==> src/rtl/pdsch_coded_bit_count_macros.svh <==
// Assertion macros for the coded bit count block.
// Included by the RTL files that carry concurrent assertions; no other dependencies.
`ifndef PDSCH_CODED_BIT_COUNT_MACROS_SVH
`define PDSCH_CODED_BIT_COUNT_MACROS_SVH
`ifndef SYNTHESIS
`define PDSCHCB_ASSERT_IMP(label, clk, rst, ante, cons) \
  label: assert property (@(posedge clk) disable iff (rst) (ante) |-> (cons)) \
    else $error("pdschcb implication check failed");
`define PDSCHCB_ASSERT_NEXT(label, clk, rst, ante, cons) \
  label: assert property (@(posedge clk) disable iff (rst) (ante) |=> (cons)) \
    else $error("pdschcb next-cycle check failed");
`else
`define PDSCHCB_ASSERT_IMP(label, clk, rst, ante, cons)
`define PDSCHCB_ASSERT_NEXT(label, clk, rst, ante, cons)
`endif
`endif

==> src/rtl/pdschcb_pkg.sv <==
// Package for the coded bit count block: field widths, constants and codes.
// No dependencies; used by the interfaces and all modules.
`default_nettype none
package pdschcb_pkg;

  localparam int NRB_W   = 7;
  localparam int WORD_W  = 32;
  localparam int WORD3_W = 4;
  localparam int Q_W     = 3;
  localparam int CTRL_W  = 3;
  localparam int SF_W    = 4;
  localparam int CFG_W   = 7;
  localparam int G_W     = 17;

  localparam int MAX_BLOCKS    = 100;
  localparam int BITMAP_BLOCKS = 3 * WORD_W + WORD3_W;
  localparam int USE_W   = (MAX_BLOCKS < BITMAP_BLOCKS) ? MAX_BLOCKS : BITMAP_BLOCKS;
  localparam int WIN_W   = 7;
  localparam int WIN_LO  = 3;
  localparam int HALF_W  = CFG_W - 1;
  localparam int HALF_MAX = (1 << HALF_W) - 1;
  localparam int EXT_W   = (USE_W + WIN_LO > HALF_MAX + WIN_W) ? USE_W + WIN_LO
                                                               : HALF_MAX + WIN_W;
  localparam int N_W     = 4;

  localparam int SYM_W   = 4;
  localparam int PB_W    = 8;
  localparam int NQ_W    = 10;
  localparam int CQ_W    = 10;
  localparam int FAC_W   = 6;
  localparam int PROD_W  = 16;
  localparam int BASE_W  = 18;
  localparam int ADJ_W   = 12;
  localparam int RECIP_W = 16;
  localparam int RECIP_SHIFT = 17;

  localparam logic [SYM_W-1:0]  SYMS_NORMAL = SYM_W'(11);
  localparam logic [SYM_W-1:0]  SYMS_EXT    = SYM_W'(9);
  localparam logic [PB_W-1:0]   RE_PER_SYM  = PB_W'(12);
  localparam logic [PB_W-1:0]   PILOT_TWO   = PB_W'(3 * 8);
  localparam logic [PB_W-1:0]   PILOT_ONE   = PB_W'(3 * 10);
  localparam logic [CQ_W-1:0]   HALF_RE     = CQ_W'(6);
  localparam logic [FAC_W-1:0]  F_TDD_TWO   = FAC_W'(14);
  localparam logic [FAC_W-1:0]  F_TDD_ONE   = FAC_W'(29);
  localparam logic [FAC_W-1:0]  F_FDD_TWO   = FAC_W'(17);
  localparam logic [FAC_W-1:0]  F_FDD_ONE   = FAC_W'(35);
  localparam logic [FAC_W-1:0]  F_SF5_FDD   = FAC_W'(2);
  localparam logic [FAC_W-1:0]  F_SF5_TDD   = FAC_W'(1);
  localparam logic [RECIP_W-1:0] RECIP3     = RECIP_W'(43691);
  localparam logic [ADJ_W-1:0]  ADJ_MAX     = ADJ_W'(3430);
  localparam logic [G_W-1:0]    G_MAX       = G_W'(131071);
  localparam logic [SF_W-1:0]   SF_SYNC0    = SF_W'(0);
  localparam logic [SF_W-1:0]   SF_SYNC5    = SF_W'(5);
  localparam logic [CFG_W-1:0]  DL_BLOCKS_RESET = CFG_W'(25);

  typedef enum logic [1:0] {
    CFG_EXT_PREFIX = 2'd0,
    CFG_DUPLEX_TDD = 2'd1,
    CFG_SINGLE_ANT = 2'd2,
    CFG_DL_BLOCKS  = 2'd3
  } cfg_index_t;

  typedef enum logic [1:0] {
    DIV_NONE = 2'd0,
    DIV_3    = 2'd1,
    DIV_6    = 2'd2
  } div_mode_t;

endpackage
`default_nettype wire

==> src/rtl/pdschcb_if.sv <==
// Handshake interfaces for the allocation request and the coded bit count result.
// Depends on pdschcb_pkg for field widths.
`default_nettype none
interface pdschcb_in_if import pdschcb_pkg::*; ();
  logic               valid;
  logic               ready;
  logic [NRB_W-1:0]   alloc_blocks;
  logic [WORD_W-1:0]  alloc_word0;
  logic [WORD_W-1:0]  alloc_word1;
  logic [WORD_W-1:0]  alloc_word2;
  logic [WORD3_W-1:0] alloc_word3;
  logic [Q_W-1:0]     bits_per_symbol;
  logic [CTRL_W-1:0]  control_symbols;
  logic [SF_W-1:0]    subframe_number;

  modport source (output valid, alloc_blocks, alloc_word0, alloc_word1, alloc_word2,
                  alloc_word3, bits_per_symbol, control_symbols, subframe_number,
                  input ready);
  modport sink (input valid, alloc_blocks, alloc_word0, alloc_word1, alloc_word2,
                alloc_word3, bits_per_symbol, control_symbols, subframe_number,
                output ready);
endinterface

interface pdschcb_out_if import pdschcb_pkg::*; ();
  logic           valid;
  logic           ready;
  logic [G_W-1:0] coded_bits;
  logic           underflow;

  modport source (output valid, coded_bits, underflow, input ready);
  modport sink (input valid, coded_bits, underflow, output ready);
endinterface
`default_nettype wire

==> src/rtl/pdschcb_central.sv <==
// Counts allocated central resource blocks in half-block units of six elements.
// Depends on pdschcb_pkg.
`default_nettype none
module pdschcb_central import pdschcb_pkg::*; (
  input  wire logic [WORD_W-1:0]  word0,
  input  wire logic [WORD_W-1:0]  word1,
  input  wire logic [WORD_W-1:0]  word2,
  input  wire logic [WORD3_W-1:0] word3,
  input  wire logic [CFG_W-1:0]   dl_blocks,
  output logic      [N_W-1:0]     halves
);

  logic [BITMAP_BLOCKS-1:0] map;
  logic [EXT_W-1:0]         ext;
  logic [WIN_W-1:0]         win;
  logic [HALF_W-1:0]        half;
  logic [N_W-1:0]           mid;

  assign map  = {word3, word2, word1, word0};
  assign half = dl_blocks[CFG_W-1:1];

  // The window starts three blocks below the center; zero padding makes
  // negative block indexes read as unallocated.
  always_comb begin
    ext = '0;
    ext[USE_W+WIN_LO-1:WIN_LO] = map[USE_W-1:0];
    win = ext[half +: WIN_W];
    mid = '0;
    for (int i = 1; i < WIN_W - 1; i++) begin
      mid = mid + N_W'(win[i]);
    end
    if (dl_blocks[0]) begin
      halves = N_W'({mid, 1'b0}) + N_W'(win[0]) + N_W'(win[WIN_W-1]);
    end else begin
      halves = N_W'({mid, 1'b0}) + N_W'({win[0], 1'b0});
    end
  end

endmodule
`default_nettype wire

==> src/rtl/pdsch_coded_bit_count.sv <==
// Coded bit count for a downlink shared channel allocation.
// Each accepted request moves through the registered pipeline stages to rsp.valid;
// one transaction is accepted every cycle while req.ready is high, which a stall can drop.
// Each stage advances when its successor is empty or advancing, so a stall
// holds every item in place. Reset clears all valid bits and loads the
// configuration reset values. Depends on pdschcb_pkg, pdschcb_if, pdschcb_central.
`default_nettype none
`include "pdsch_coded_bit_count_macros.svh"
module pdsch_coded_bit_count import pdschcb_pkg::*; (
  input  wire logic             clk,
  input  wire logic             rst,
  input  wire logic             cfg_we,
  input  wire logic [1:0]       cfg_index,
  input  wire logic [CFG_W-1:0] cfg_data,
  pdschcb_in_if.sink            req,
  pdschcb_out_if.source         rsp
);

  logic             extended_prefix;
  logic             duplex_tdd;
  logic             single_antenna;
  logic [CFG_W-1:0] downlink_blocks;

  logic en1, en2, en3, en4, en5;
  logic v1, v2, v3, v4, v5;

  logic [N_W-1:0]   halves;
  logic [SYM_W-1:0] data_syms;
  logic [PB_W-1:0]  per_block_next;

  logic [NRB_W-1:0] nrb1;
  logic [Q_W-1:0]   q1;
  logic [PB_W-1:0]  pb1;
  logic [N_W-1:0]   n1;
  logic             sf0_1, sf5_1;

  logic [NQ_W-1:0]  nq2;
  logic [CQ_W-1:0]  cq2;
  logic [PB_W-1:0]  pb2;
  logic             sf0_2, sf5_2;

  logic [FAC_W-1:0] factor;
  div_mode_t        mode_next;
  logic [BASE_W-1:0] base3;
  logic [PROD_W-1:0] prod3;
  div_mode_t        mode3;
  logic             act3;

  logic [PROD_W+RECIP_W-1:0] recip_prod;
  logic [ADJ_W-1:0]  adj_next;
  logic [BASE_W-1:0] base4;
  logic [ADJ_W-1:0]  adj4;

  logic [BASE_W-1:0] diff;
  logic [G_W-1:0]    coded_bits;
  logic              underflow;

  always_ff @(posedge clk) begin
    if (rst) begin
      extended_prefix <= 1'b0;
      duplex_tdd      <= 1'b0;
      single_antenna  <= 1'b0;
      downlink_blocks <= DL_BLOCKS_RESET;
    end else if (cfg_we) begin
      case (cfg_index_t'(cfg_index))
        CFG_EXT_PREFIX: extended_prefix <= cfg_data[0];
        CFG_DUPLEX_TDD: duplex_tdd      <= cfg_data[0];
        CFG_SINGLE_ANT: single_antenna  <= cfg_data[0];
        CFG_DL_BLOCKS:  downlink_blocks <= cfg_data;
        default: ;
      endcase
    end
  end

  assign en5 = !v5 || rsp.ready;
  assign en4 = !v4 || en5;
  assign en3 = !v3 || en4;
  assign en2 = !v2 || en3;
  assign en1 = !v1 || en2;
  assign req.ready = en1;

  always_ff @(posedge clk) begin
    if (rst) begin
      v1 <= 1'b0;
      v2 <= 1'b0;
      v3 <= 1'b0;
      v4 <= 1'b0;
      v5 <= 1'b0;
    end else begin
      if (en1) v1 <= req.valid;
      if (en2) v2 <= v1;
      if (en3) v3 <= v2;
      if (en4) v4 <= v3;
      if (en5) v5 <= v4;
    end
  end

  pdschcb_central u_central (
    .word0     (req.alloc_word0),
    .word1     (req.alloc_word1),
    .word2     (req.alloc_word2),
    .word3     (req.alloc_word3),
    .dl_blocks (downlink_blocks),
    .halves    (halves)
  );

  assign data_syms = (extended_prefix ? SYMS_EXT : SYMS_NORMAL) - SYM_W'(req.control_symbols);
  assign per_block_next = PB_W'(data_syms) * RE_PER_SYM
                        + (single_antenna ? PILOT_ONE : PILOT_TWO);

  always_ff @(posedge clk) begin
    if (en1) begin
      nrb1  <= req.alloc_blocks;
      q1    <= req.bits_per_symbol;
      pb1   <= per_block_next;
      n1    <= halves;
      sf0_1 <= req.subframe_number == SF_SYNC0;
      sf5_1 <= req.subframe_number == SF_SYNC5;
    end
  end

  always_ff @(posedge clk) begin
    if (en2) begin
      nq2   <= NQ_W'(nrb1) * NQ_W'(q1);
      cq2   <= CQ_W'(n1) * CQ_W'(q1) * HALF_RE;
      pb2   <= pb1;
      sf0_2 <= sf0_1;
      sf5_2 <= sf5_1;
    end
  end

  always_comb begin
    factor    = '0;
    mode_next = DIV_NONE;
    if (sf5_2) begin
      factor = duplex_tdd ? F_SF5_TDD : F_SF5_FDD;
    end else if (sf0_2) begin
      case ({duplex_tdd, single_antenna})
        2'b10:   begin factor = F_TDD_TWO; mode_next = DIV_3; end
        2'b11:   begin factor = F_TDD_ONE; mode_next = DIV_6; end
        2'b00:   begin factor = F_FDD_TWO; mode_next = DIV_3; end
        default: begin factor = F_FDD_ONE; mode_next = DIV_6; end
      endcase
      factor = factor - FAC_W'(extended_prefix);
    end
  end

  always_ff @(posedge clk) begin
    if (en3) begin
      base3 <= BASE_W'(nq2) * BASE_W'(pb2);
      prod3 <= PROD_W'(factor) * PROD_W'(cq2);
      mode3 <= mode_next;
      act3  <= sf0_2 || sf5_2;
    end
  end

  assign recip_prod = (PROD_W+RECIP_W)'(prod3) * (PROD_W+RECIP_W)'(RECIP3);

  always_comb begin
    case (mode3)
      DIV_3:   adj_next = ADJ_W'(recip_prod >> RECIP_SHIFT);
      DIV_6:   adj_next = ADJ_W'(recip_prod >> (RECIP_SHIFT + 1));
      default: adj_next = ADJ_W'(prod3);
    endcase
  end

  always_ff @(posedge clk) begin
    if (en4) begin
      base4 <= base3;
      adj4  <= adj_next;
    end
  end

  assign diff = base4 - BASE_W'(adj4);

  always_ff @(posedge clk) begin
    if (en5) begin
      if (BASE_W'(adj4) > base4) begin
        coded_bits <= '0;
        underflow  <= 1'b1;
      end else begin
        coded_bits <= (diff > BASE_W'(G_MAX)) ? G_MAX : G_W'(diff);
        underflow  <= 1'b0;
      end
    end
  end

  assign rsp.valid      = v5;
  assign rsp.coded_bits = coded_bits;
  assign rsp.underflow  = underflow;

  `PDSCHCB_ASSERT_NEXT(a_stall_holds, clk, rst, v4 && !en4, v4 && $stable(adj4))
  `PDSCHCB_ASSERT_IMP(a_quiet_subframe, clk, rst, v3 && !act3, prod3 == '0)
  `PDSCHCB_ASSERT_IMP(a_adj_bound, clk, rst, v4, adj4 <= ADJ_MAX)
  `PDSCHCB_ASSERT_IMP(a_underflow_zero, clk, rst, v5 && underflow, coded_bits == '0)

endmodule
`default_nettype wire

==> src/flat_wrapper.sv <==
// flat-port wrapper written by rule: the top's interface ports become plain ports
module pdsch_coded_bit_count_flat import pdschcb_pkg::*;
  (clk, rst, cfg_we, cfg_index, cfg_data, req_valid, req_alloc_blocks, req_alloc_word0, req_alloc_word1, req_alloc_word2, req_alloc_word3, req_bits_per_symbol, req_control_symbols, req_subframe_number, req_ready, rsp_valid, rsp_coded_bits, rsp_underflow, rsp_ready);
  pdschcb_in_if req_i ();
  pdschcb_out_if rsp_i ();
  input  wire logic clk;
  input  wire logic rst;
  input  wire logic cfg_we;
  input  wire logic [1:0] cfg_index;
  input  wire logic [CFG_W-1:0] cfg_data;
  input wire logic [$bits(req_i.valid)-1:0] req_valid;
  input wire logic [$bits(req_i.alloc_blocks)-1:0] req_alloc_blocks;
  input wire logic [$bits(req_i.alloc_word0)-1:0] req_alloc_word0;
  input wire logic [$bits(req_i.alloc_word1)-1:0] req_alloc_word1;
  input wire logic [$bits(req_i.alloc_word2)-1:0] req_alloc_word2;
  input wire logic [$bits(req_i.alloc_word3)-1:0] req_alloc_word3;
  input wire logic [$bits(req_i.bits_per_symbol)-1:0] req_bits_per_symbol;
  input wire logic [$bits(req_i.control_symbols)-1:0] req_control_symbols;
  input wire logic [$bits(req_i.subframe_number)-1:0] req_subframe_number;
  output wire logic [$bits(req_i.ready)-1:0] req_ready;
  output wire logic [$bits(rsp_i.valid)-1:0] rsp_valid;
  output wire logic [$bits(rsp_i.coded_bits)-1:0] rsp_coded_bits;
  output wire logic [$bits(rsp_i.underflow)-1:0] rsp_underflow;
  input wire logic [$bits(rsp_i.ready)-1:0] rsp_ready;
  assign req_i.valid = req_valid;
  assign req_i.alloc_blocks = req_alloc_blocks;
  assign req_i.alloc_word0 = req_alloc_word0;
  assign req_i.alloc_word1 = req_alloc_word1;
  assign req_i.alloc_word2 = req_alloc_word2;
  assign req_i.alloc_word3 = req_alloc_word3;
  assign req_i.bits_per_symbol = req_bits_per_symbol;
  assign req_i.control_symbols = req_control_symbols;
  assign req_i.subframe_number = req_subframe_number;
  assign req_ready = req_i.ready;
  assign rsp_valid = rsp_i.valid;
  assign rsp_coded_bits = rsp_i.coded_bits;
  assign rsp_underflow = rsp_i.underflow;
  assign rsp_i.ready = rsp_ready;
  pdsch_coded_bit_count u_core (.clk(clk), .rst(rst), .cfg_we(cfg_we), .cfg_index(cfg_index), .cfg_data(cfg_data), .req(req_i), .rsp(rsp_i));
endmodule
==> config.mk <==
export PLATFORM = sky130hd
export DESIGN_NAME = pdsch_coded_bit_count_flat
export DESIGN_NICKNAME = d
export VERILOG_FILES = /design/src/rtl/pdschcb_pkg.sv /design/src/rtl/pdschcb_if.sv /design/src/rtl/pdschcb_central.sv /design/src/rtl/pdsch_coded_bit_count.sv /design/src/flat_wrapper.sv
export VERILOG_INCLUDE_DIRS = /design/src /design/src/rtl
export SDC_FILE = /design/constraint.sdc
export NUM_CORES = 1
export LEC_CHECK = 0
export BUFFER_PORTS_ARGS = -buffer_cell sky130_fd_sc_hd__buf_2
export CAP_MARGIN = 20
export CORE_UTILIZATION = 40
export CTS_CLUSTER_SIZE = 25
export DETAILED_ROUTE_END_ITERATION = 16
export GPL_TIMING_DRIVEN = 0
export SKIP_LAST_GASP = 1
export SYNTH_ARGS = -nofsm -noshare
export SYNTH_HDL_FRONTEND = slang
export SYNTH_SLANG_ARGS = --single-unit
==> constraint.sdc <==
create_clock -name clk -period 13.41 [get_ports clk]
set_clock_uncertainty 0.2 [all_clocks]
set_input_delay 1.341 -clock clk [delete_from_list [all_inputs] [get_ports clk]]
set_output_delay 1.341 -clock clk [all_outputs]
set_load 0.05 [all_outputs]
==> impl_metrics.json, run 1 <==
{
  "grt_overflow_total": 0,
  "grt_pass1_vias": 12630,
  "post-cts-setup-buffer-count": 0,
  "grt_max_degree": 30,
  "layout_common_cells": "sky130_fd_sc_hd__inv_1, sky130_fd_sc_hd__ha_1, sky130_fd_sc_hd__nand2_1",
  "gr-usage-met3": 0.02559,
  "die_area_um2": 43890,
  "fin_hold_viols": 0,
  "grt_util_all_layers": 0.1760,
  "cp-startpoint": "u_core.prod3[10]$_DFFE_PP_",
  "arrival_ns": 6.54,
  "drt_pass1_iterations": 7,
  "timing.max_slew.rel_slack": 0.3132,
  "via_count": 12210,
  "drv_cap": 0,
  "detailedRoute.firstIterationViolations": 590,
  "yosysWarnings": 0,
  "clk-insertion-delay-late_ns": 0.42,
  "critical_path_peak_fanout": 4,
  "drt-vias-per-instance": 5.049,
  "hold_path_startpoint": "u_core.pb1[6]$_DFFE_PP_",
  "syn-num-nets": 2248,
  "pin_count": 151,
  "finalNetCount": 2388,
  "synth.lib_cells_used.distinct": 59,
  "synthToLayoutAreaGrowth_pct": 11.12,
  "antenna-diode-count": 0,
  "htree_levels": 4,
  "async_flop_share": 0,
  "required_ns": 13.36,
  "final_layout_fill_cell_count": 4048,
  "globalRouteMet2Util": 0.2998,
  "yosysSeqAreaShare": 0.2476,
  "fin_crit_sh": 0.4915,
  "totalPowerFinal_mw": 2.690,
  "design.core.area_um2": 42230,
  "result_of_the_run": "finished clean",
  "cts_tree": "built",
  "worstHoldPathType": "reg -> reg",
  "clock_path_buffers": 2,
  "initial_utilization": 0.4078,
  "cts-resized-gates": 0,
  "ir_drop_v": 0.00009239,
  "clock-root-buffer": "sky130_fd_sc_hd__clkbuf_16",
  "fin_crit_ns": 6.591,
  "row_count": 75,
  "crit_type": "reg -> reg",
  "drive_above_1_share": 0.1165,
  "synth_cells": 1727,
  "die-height_um": 209.5,
  "port-buffer-count": 117,
  "drtAntennaViolNets": 0,
  "detail_route.wirelength_mm": 37.10,
  "fmaxAchievable_mhz": 151.7,
  "p_leak_nw": 9.346,
  "global_route_wire_length_before_repair_mm": 62.05,
  "syn_area_per_cell_um2": 9.972,
  "gp_congestion": 0.9662,
  "startpoint_type": "flop",
  "number_of_enable_flip_flop_cells_after_synthesis": 132,
  "ctsHoldBuffers": 0,
  "ys_dominant_reg_cell": "sky130_fd_sc_hd__edfxtp_1",
  "dp_hpwl_mm": 30.95,
  "rsz0062_at_grt": "false",
  "cts-buffers-inserted": 17,
  "timing.final.max_slew_violations": 0,
  "ys_seq_elements": 147,
  "grt_most_used_layer": "met2",
  "timing.critical_path.to_type": "flop",
  "number_of_antenna_violations_at_the_first_check_in_global_routing": 0,
  "die_w_um": 209.5,
  "cts_num_sinks": 147,
  "post-route-drc-count": 0,
  "path_clk_slew_ns": 0.06,
  "power.density_cell_area_nw_per_um2": 140.6,
  "syn-cell-area_um2": 17220,
  "most_common_cell_after_layout_fill_and_taps_aside": "sky130_fd_sc_hd__inv_1",
  "per_cell_routed_wire_length_um": 15.34,
  "transition_time_of_the_tightest_slew_check_pin_ns": 1.024,
  "grt_use_met1": 0.2297,
  "number_of_failing_setup_endpoints_in_the_final_timing_report": 0,
  "r2r_start": "u_core.prod3[10]$_DFFE_PP_",
  "setup_tns_ns": 0
}
-- sequential cells by signal, indices dropped and copies added, names as in the netlist, 2 cells and up --
register,cells
u_core.base3,17
u_core.prod3,15
u_core.cq2,9
u_core.pb1,7
u_core.adj4,12
u_core.nrb1,7
u_core.pb2,7
u_core.downlink_blocks,7
u_core.n1,4
u_core.q1,3
u_core.base4,17
u_core.rsp.coded_bits,17
u_core.nq2,10
u_core.mode3,2
-- through the flow --
| stage | util | hold WS [ns] | area (um^2) | setup slack (ns) | instances |
|---|---|---|---|---|---|
| 2_1_floorplan | - | 0.2003 | 17220 | 7.521 | 1727 |
| 3_3_place_gp | 0.4377 | 0.2042 | 18480 | 6.877 | 2383 |
| 3_5_place_dp | 0.4383 | 0.2045 | 18510 | 6.825 | 2384 |
| 4_1_cts | 0.4518 | 0.2135 | 19080 | 6.806 | 2416 |
| 5_1_grt | 0.4532 | 0.2211 | 19140 | 6.546 | 2419 |
| 6_report | 0.4532 | 0.2116 | 19140 | 6.819 | 2419 |
-- synth_stat cells (3+ instances only) --
master | n | area (um^2)
sky130_fd_sc_hd__mux2_2 | 20 | 225.2
sky130_fd_sc_hd__a211oi_1 | 16 | 120.1
sky130_fd_sc_hd__a31oi_1 | 7 | 43.79
sky130_fd_sc_hd__a31o_2 | 4 | 35.03
sky130_fd_sc_hd__and3_1 | 15 | 93.84
sky130_fd_sc_hd__and2_1 | 84 | 525.5
sky130_fd_sc_hd__mux2i_1 | 68 | 680.7
sky130_fd_sc_hd__edfxtp_1 | 132 | 3964
sky130_fd_sc_hd__ha_1 | 236 | 2953
sky130_fd_sc_hd__nor3_1 | 9 | 45.04
sky130_fd_sc_hd__mux4_2 | 23 | 518.0
sky130_fd_sc_hd__o21bai_1 | 14 | 105.1
sky130_fd_sc_hd__nor4_1 | 3 | 18.77
sky130_fd_sc_hd__nor2_1 | 68 | 255.2
sky130_fd_sc_hd__xnor2_1 | 58 | 508.0
sky130_fd_sc_hd__nand2_1 | 159 | 596.8
sky130_fd_sc_hd__a21boi_0 | 4 | 30.03
sky130_fd_sc_hd__o21ai_0 | 39 | 195.2
sky130_fd_sc_hd__fa_1 | 154 | 3083
sky130_fd_sc_hd__a221oi_1 | 13 | 113.9
sky130_fd_sc_hd__o21ai_1 | 5 | 25.02
sky130_fd_sc_hd__clkbuf_1 | 34 | 127.6
sky130_fd_sc_hd__inv_1 | 314 | 1179
sky130_fd_sc_hd__nor2b_1 | 13 | 81.33
sky130_fd_sc_hd__a21o_1 | 22 | 165.2
sky130_fd_sc_hd__a22oi_1 | 9 | 67.56
sky130_fd_sc_hd__nand2b_1 | 9 | 56.30
sky130_fd_sc_hd__o211ai_1 | 3 | 22.52
sky130_fd_sc_hd__buf_1 | 3 | 11.26
sky130_fd_sc_hd__xor2_1 | 20 | 175.2
sky130_fd_sc_hd__dfxtp_1 | 15 | 300.3
sky130_fd_sc_hd__nand3_1 | 12 | 60.06
sky130_fd_sc_hd__buf_2 | 12 | 60.06
sky130_fd_sc_hd__a21oi_1 | 96 | 480.5
-- critical path, stage by stage (launching register included) --
cell                       delay (ns)
sky130_fd_sc_hd__edfxtp_1        0.50
sky130_fd_sc_hd__ha_1            0.39
sky130_fd_sc_hd__ha_1            0.33
sky130_fd_sc_hd__fa_1            0.51
sky130_fd_sc_hd__inv_1           0.05
sky130_fd_sc_hd__fa_1            0.47
sky130_fd_sc_hd__inv_1           0.05
sky130_fd_sc_hd__fa_1            0.55
sky130_fd_sc_hd__inv_1           0.06
sky130_fd_sc_hd__fa_1            0.53
sky130_fd_sc_hd__inv_1           0.05
sky130_fd_sc_hd__ha_1            0.30
sky130_fd_sc_hd__a21o_1          0.16
sky130_fd_sc_hd__a21o_1          0.19
sky130_fd_sc_hd__a211oi_2        0.41
sky130_fd_sc_hd__o21ai_2         0.19
sky130_fd_sc_hd__a41oi_2         0.36
sky130_fd_sc_hd__nand2_2         0.11
sky130_fd_sc_hd__a221o_1         0.36
sky130_fd_sc_hd__xor2_1          0.17
sky130_fd_sc_hd__a221oi_1        0.28
sky130_fd_sc_hd__a21oi_1         0.11
-- kinds of logic (layout without fill, tap and decap cells) --
logic type,count (synthesis),count (layout),share of synthesized area
compound gates,251,251,0.09234
buf+inv,364,517,0.08021
fa+ha+maj,391,391,0.3511
simple gates,385,385,0.1064
flops,147,147,0.2476
mux,111,111,0.08268
xor+xnor,78,78,0.03967
-- metal layers --
| metal | vias to the layer above | share of wire |
|---|---|---|
| met1 | 5810 | 0.46 |
| met5 | - | 0 |
| met3 | 48 | 0.040 |
| li1 | 6063 | - |
| met4 | 0 | 0.021 |
| met2 | 292 | 0.48 |
-- worst paths after layout --
| path | to | slack [ns] | depth (start not counted) |
|---|---|---|---|
| max reg2reg | u_core.adj4[10]$_DFFE_PP_ | 6.82 | 21 |
| max | u_core.adj4[10]$_DFFE_PP_ | 6.82 | 21 |
| min | u_core.pb2[6]$_DFFE_PP_ | 0.21 | 0 |
| min reg2reg | u_core.pb2[6]$_DFFE_PP_ | 0.21 | 0 |
-- power breakdown --
part | switching [mW] | total [mW] | internal (mW)
combinational | 0.846 | 1.47 | 0.629
sequential | 0.0718 | 0.758 | 0.686
clock | 0.184 | 0.458 | 0.274
total | 1.10 | 2.69 | 1.59
-- area by class of cell --
type	count	area [um^2]	area share
plain buffers	49	198.9	0.01040
clock buffers	20	436.7	0.02282
clock inverters	12	133.9	0.006996
inverters	315	1182	0.06178
multi-input cells	1216	11580	0.6049
flip-flops and latches	147	4264	0.2228
well taps	539	674.4	0.03524
repair buffers	121	670.6	0.03504
Power figures use the tool's default switching activity.
==> inputs of run 2 (changes only) <==
==> constraint.sdc (replaced) <==
create_clock -name clk -period 6.1 [get_ports clk]
set_clock_uncertainty 0.2 [all_clocks]
set_input_delay 0.61 -clock clk [delete_from_list [all_inputs] [get_ports clk]]
set_output_delay 0.61 -clock clk [all_outputs]
set_load 0.05 [all_outputs]
==> impl_metrics.json, run 2 (synthesis gave the netlist of run 1 again) <==
{
  "crit_path_max_incr_delay_ns": 0.52,
  "fin_crit_ns": 6.039,
  "switching_power_mw": 2.463,
  "r2r_slack_ns": 0.06,
  "drv_cap": 0,
  "cell_internal_pwr_mw": 3.571,
  "per_cell_routed_wire_length_um": 15.74,
  "p_comb_frac": 0.559,
  "synthToLayoutAreaGrowth_pct": 15.58,
  "gp_congestion": 0.9662,
  "p_leak_nw": 9.561,
  "startpoint_type": "flop",
  "drt_pass1_iterations": 7,
  "post-route-drc-count": 0,
  "path_clk_slew_ns": 0.06,
  "min_delay_worst_endpoint": "u_core.q1[1]$_DFFE_PP_",
  "drive_above_1_share": 0.1616,
  "drt-vias-per-instance": 5.087,
  "grt_pass1_vias": 12870,
  "row_count": 75,
  "critical_path_peak_fanout": 3,
  "die_w_um": 209.5,
  "die-height_um": 209.5,
  "fin_crit_sh": 0.9900,
  "placedInstanceArea_um2": 18510,
  "port-buffer-count": 117,
  "number_of_antenna_violations_at_the_first_check_in_global_routing": 0,
  "most_common_cell_after_layout_fill_and_taps_aside": "sky130_fd_sc_hd__inv_1",
  "grt_max_degree": 30,
  "required_ns": 6.06,
  "crit_path_frequent_cell": "sky130_fd_sc_hd__fa_1",
  "fin_hold_viols": 0,
  "number_of_failing_setup_endpoints_in_the_final_timing_report": 0,
  "transition_time_of_the_tightest_slew_check_pin_ns": 0.7750,
  "clock_path_buffers": 2,
  "r2r_end": "u_core.adj4[11]$_DFFE_PP_",
  "r2r_start": "u_core.prod3[10]$_DFFE_PP_",
  "cts_num_sinks": 147,
  "pin_count": 151,
  "power.density_cell_area_nw_per_um2": 303.1,
  "grt_overflow_total": 0,
  "htree_levels": 4,
  "fmaxAchievable_mhz": 165.6,
  "netSwitchingFraction": 0.4082,
  "antenna-diode-count": 0,
  "timing.critical_path.to_type": "flop",
  "dp_hpwl_mm": 30.95,
  "p_seq_frac": 0.274,
  "gr-usage-met3": 0.02409,
  "rsz0062_at_grt": "true",
  "min_path_cells": 1,
  "pwr-share-clk": 0.167,
  "cp_cell_sequence": "buf_6 -> ha_4 -> ha_4 -> fa_1 -> inv_2 -> fa_1 -> inv_1 -> fa_1 -> inv_2 -> fa_1 -> inv_2 -> ha_4 -> a21o_1 -> a21o_1 -> a211oi_4 -> o21ai_4 -> a41oi_4 -> nand2_2 -> a221o_1 -> maj3_2 -> o21ai_2 -> a22oi_2",
  "design.core.area_um2": 42230,
  "cts_tree": "built",
  "initial_utilization": 0.4078,
  "detail_route.wirelength_mm": 38.77,
  "timing.reg2reg.worst_path_depth": 22,
  "clock-root-buffer": "sky130_fd_sc_hd__clkbuf_16",
  "via_count": 12530,
  "result_of_the_run": "finished clean",
  "biggestRegsByFlops": "u_core.base3 x17, u_core.base4 x17, u_core.rsp.coded_bits x17",
  "global_route_wire_length_before_repair_mm": 63.87,
  "hold_path_startpoint": "req_bits_per_symbol[1]",
  "cpMaxStageDelayCell": "sky130_fd_sc_hd__fa_1",
  "timing.final.max_slew_violations": 0,
  "worstHoldPathType": "in -> reg",
  "finalNetCount": 2432,
  "finalHoldWorstSlack_ns": 0.1622,
  "crit_type": "reg -> reg",
  "die_area_um2": 43890,
  "cts-buffers-inserted": 17,
  "grt_most_used_layer": "met2",
  "setup_tns_ns": 0,
  "grt_util_all_layers": 0.1814,
  "drtAntennaViolNets": 0,
  "clk-insertion-delay-late_ns": 0.43,
  "timing.max_slew.rel_slack": 0.4833,
  "layout.core_utilization": 0.4714,
  "ir_drop_v": 0.0002037,
  "globalRouteMet2Util": 0.3121,
  "detailedRoute.firstIterationViolations": 643,
  "layout_common_cells": "sky130_fd_sc_hd__inv_1, sky130_fd_sc_hd__ha_1, sky130_fd_sc_hd__nand2_1",
  "finalInstanceArea_um2": 19910,
  "grt_use_met1": 0.2356,
  "arrival_ns": 6.00
}
[run 2: changes by cell type in the layout (fill, tap and decap cells not counted), moves of 3 or more]
cell	delta
sky130_fd_sc_hd__a21oi_1	-3
sky130_fd_sc_hd__a21oi_2	+3
sky130_fd_sc_hd__buf_4	+38
sky130_fd_sc_hd__buf_6	+6
sky130_fd_sc_hd__ha_1	-24
sky130_fd_sc_hd__ha_2	+4
sky130_fd_sc_hd__ha_4	+20
sky130_fd_sc_hd__inv_1	-3
sky130_fd_sc_hd__inv_2	+3
[run 2: worst max-delay path by stage]
stage	from	endpoint
floorplan	u_core.prod3[2]$_DFFE_PP_	u_core.adj4[11]$_DFFE_PP_
global placement	u_core.prod3[10]$_DFFE_PP_	u_core.adj4[11]$_DFFE_PP_
detailed placement	u_core.prod3[2]$_DFFE_PP_	u_core.adj4[10]$_DFFE_PP_
CTS	u_core.prod3[3]$_DFFE_PP_	u_core.adj4[10]$_DFFE_PP_
global route	u_core.prod3[10]$_DFFE_PP_	u_core.adj4[10]$_DFFE_PP_
finish	u_core.prod3[10]$_DFFE_PP_	u_core.adj4[11]$_DFFE_PP_
[run 2: stage by stage]
stage,power [mW],setup slack (ns),instances
after floorplan,4.225,0.2111,1727
after global placement,4.877,-0.4326,2383
after detailed placement,4.943,-0.4850,2384
after CTS,6.073,-0.04356,2448
after global routing,6.623,-0.1109,2463
final,6.033,0.06115,2463
[run 2: power by group through the flow]
| stage | Sequential [mW] | Combinational [mW] | Clock (mW) |
|---|---|---|---|
| 6_report | 1.65 | 3.37 | 1.01 |
| 5_1_grt | 1.69 | 3.86 | 1.07 |
| 4_1_cts | 1.66 | 3.38 | 1.03 |
| 3_5_place_dp | 1.69 | 3.25 | 0 |
| 3_3_place_gp | 1.69 | 3.19 | 0 |
| 2_1_floorplan | 1.83 | 2.39 | 0 |
[run 2: area by class of cell]
class / instances / area (um^2)
Fill cell: 3961 / 22320
Multi-Input combinational cell: 1216 / 11990
Sequential cell: 147 / 4265
Inverter: 315 / 1182
Timing Repair Buffer: 165 / 1023
Tap cell: 539 / 674.4
Clock buffer: 20 / 436.7
Buffer: 49 / 198.9
Clock inverter: 12 / 133.9
[run 2: critical path: cells and delay by family, from the launching register on]
family,cells,cell delay [ns]
compound gates,8,1.63
flops,1,0.44
fa+ha+maj,8,3.06
buf+inv,5,0.33
simple gates,1,0.09
[run 2: routing by layer]
| metal | routed length, um | vias up | part of all wire |
|---|---|---|---|
| met5 | 0 | - | 0 |
| met4 | 913 | 0 | 0.024 |
| met3 | 1552 | 61 | 0.040 |
| met2 | 18710 | 314 | 0.48 |
| met1 | 17590 | 6003 | 0.45 |
| li1 | - | 6152 | - |
[run 2: repair_timing]
item	CTS	global route
setup endpoints to repair	10	15
gates resized for setup	33	31
setup buffers	32	12
endpoints found under the hold margin	0	0
pin swaps	16	35
hold buffers	0	0
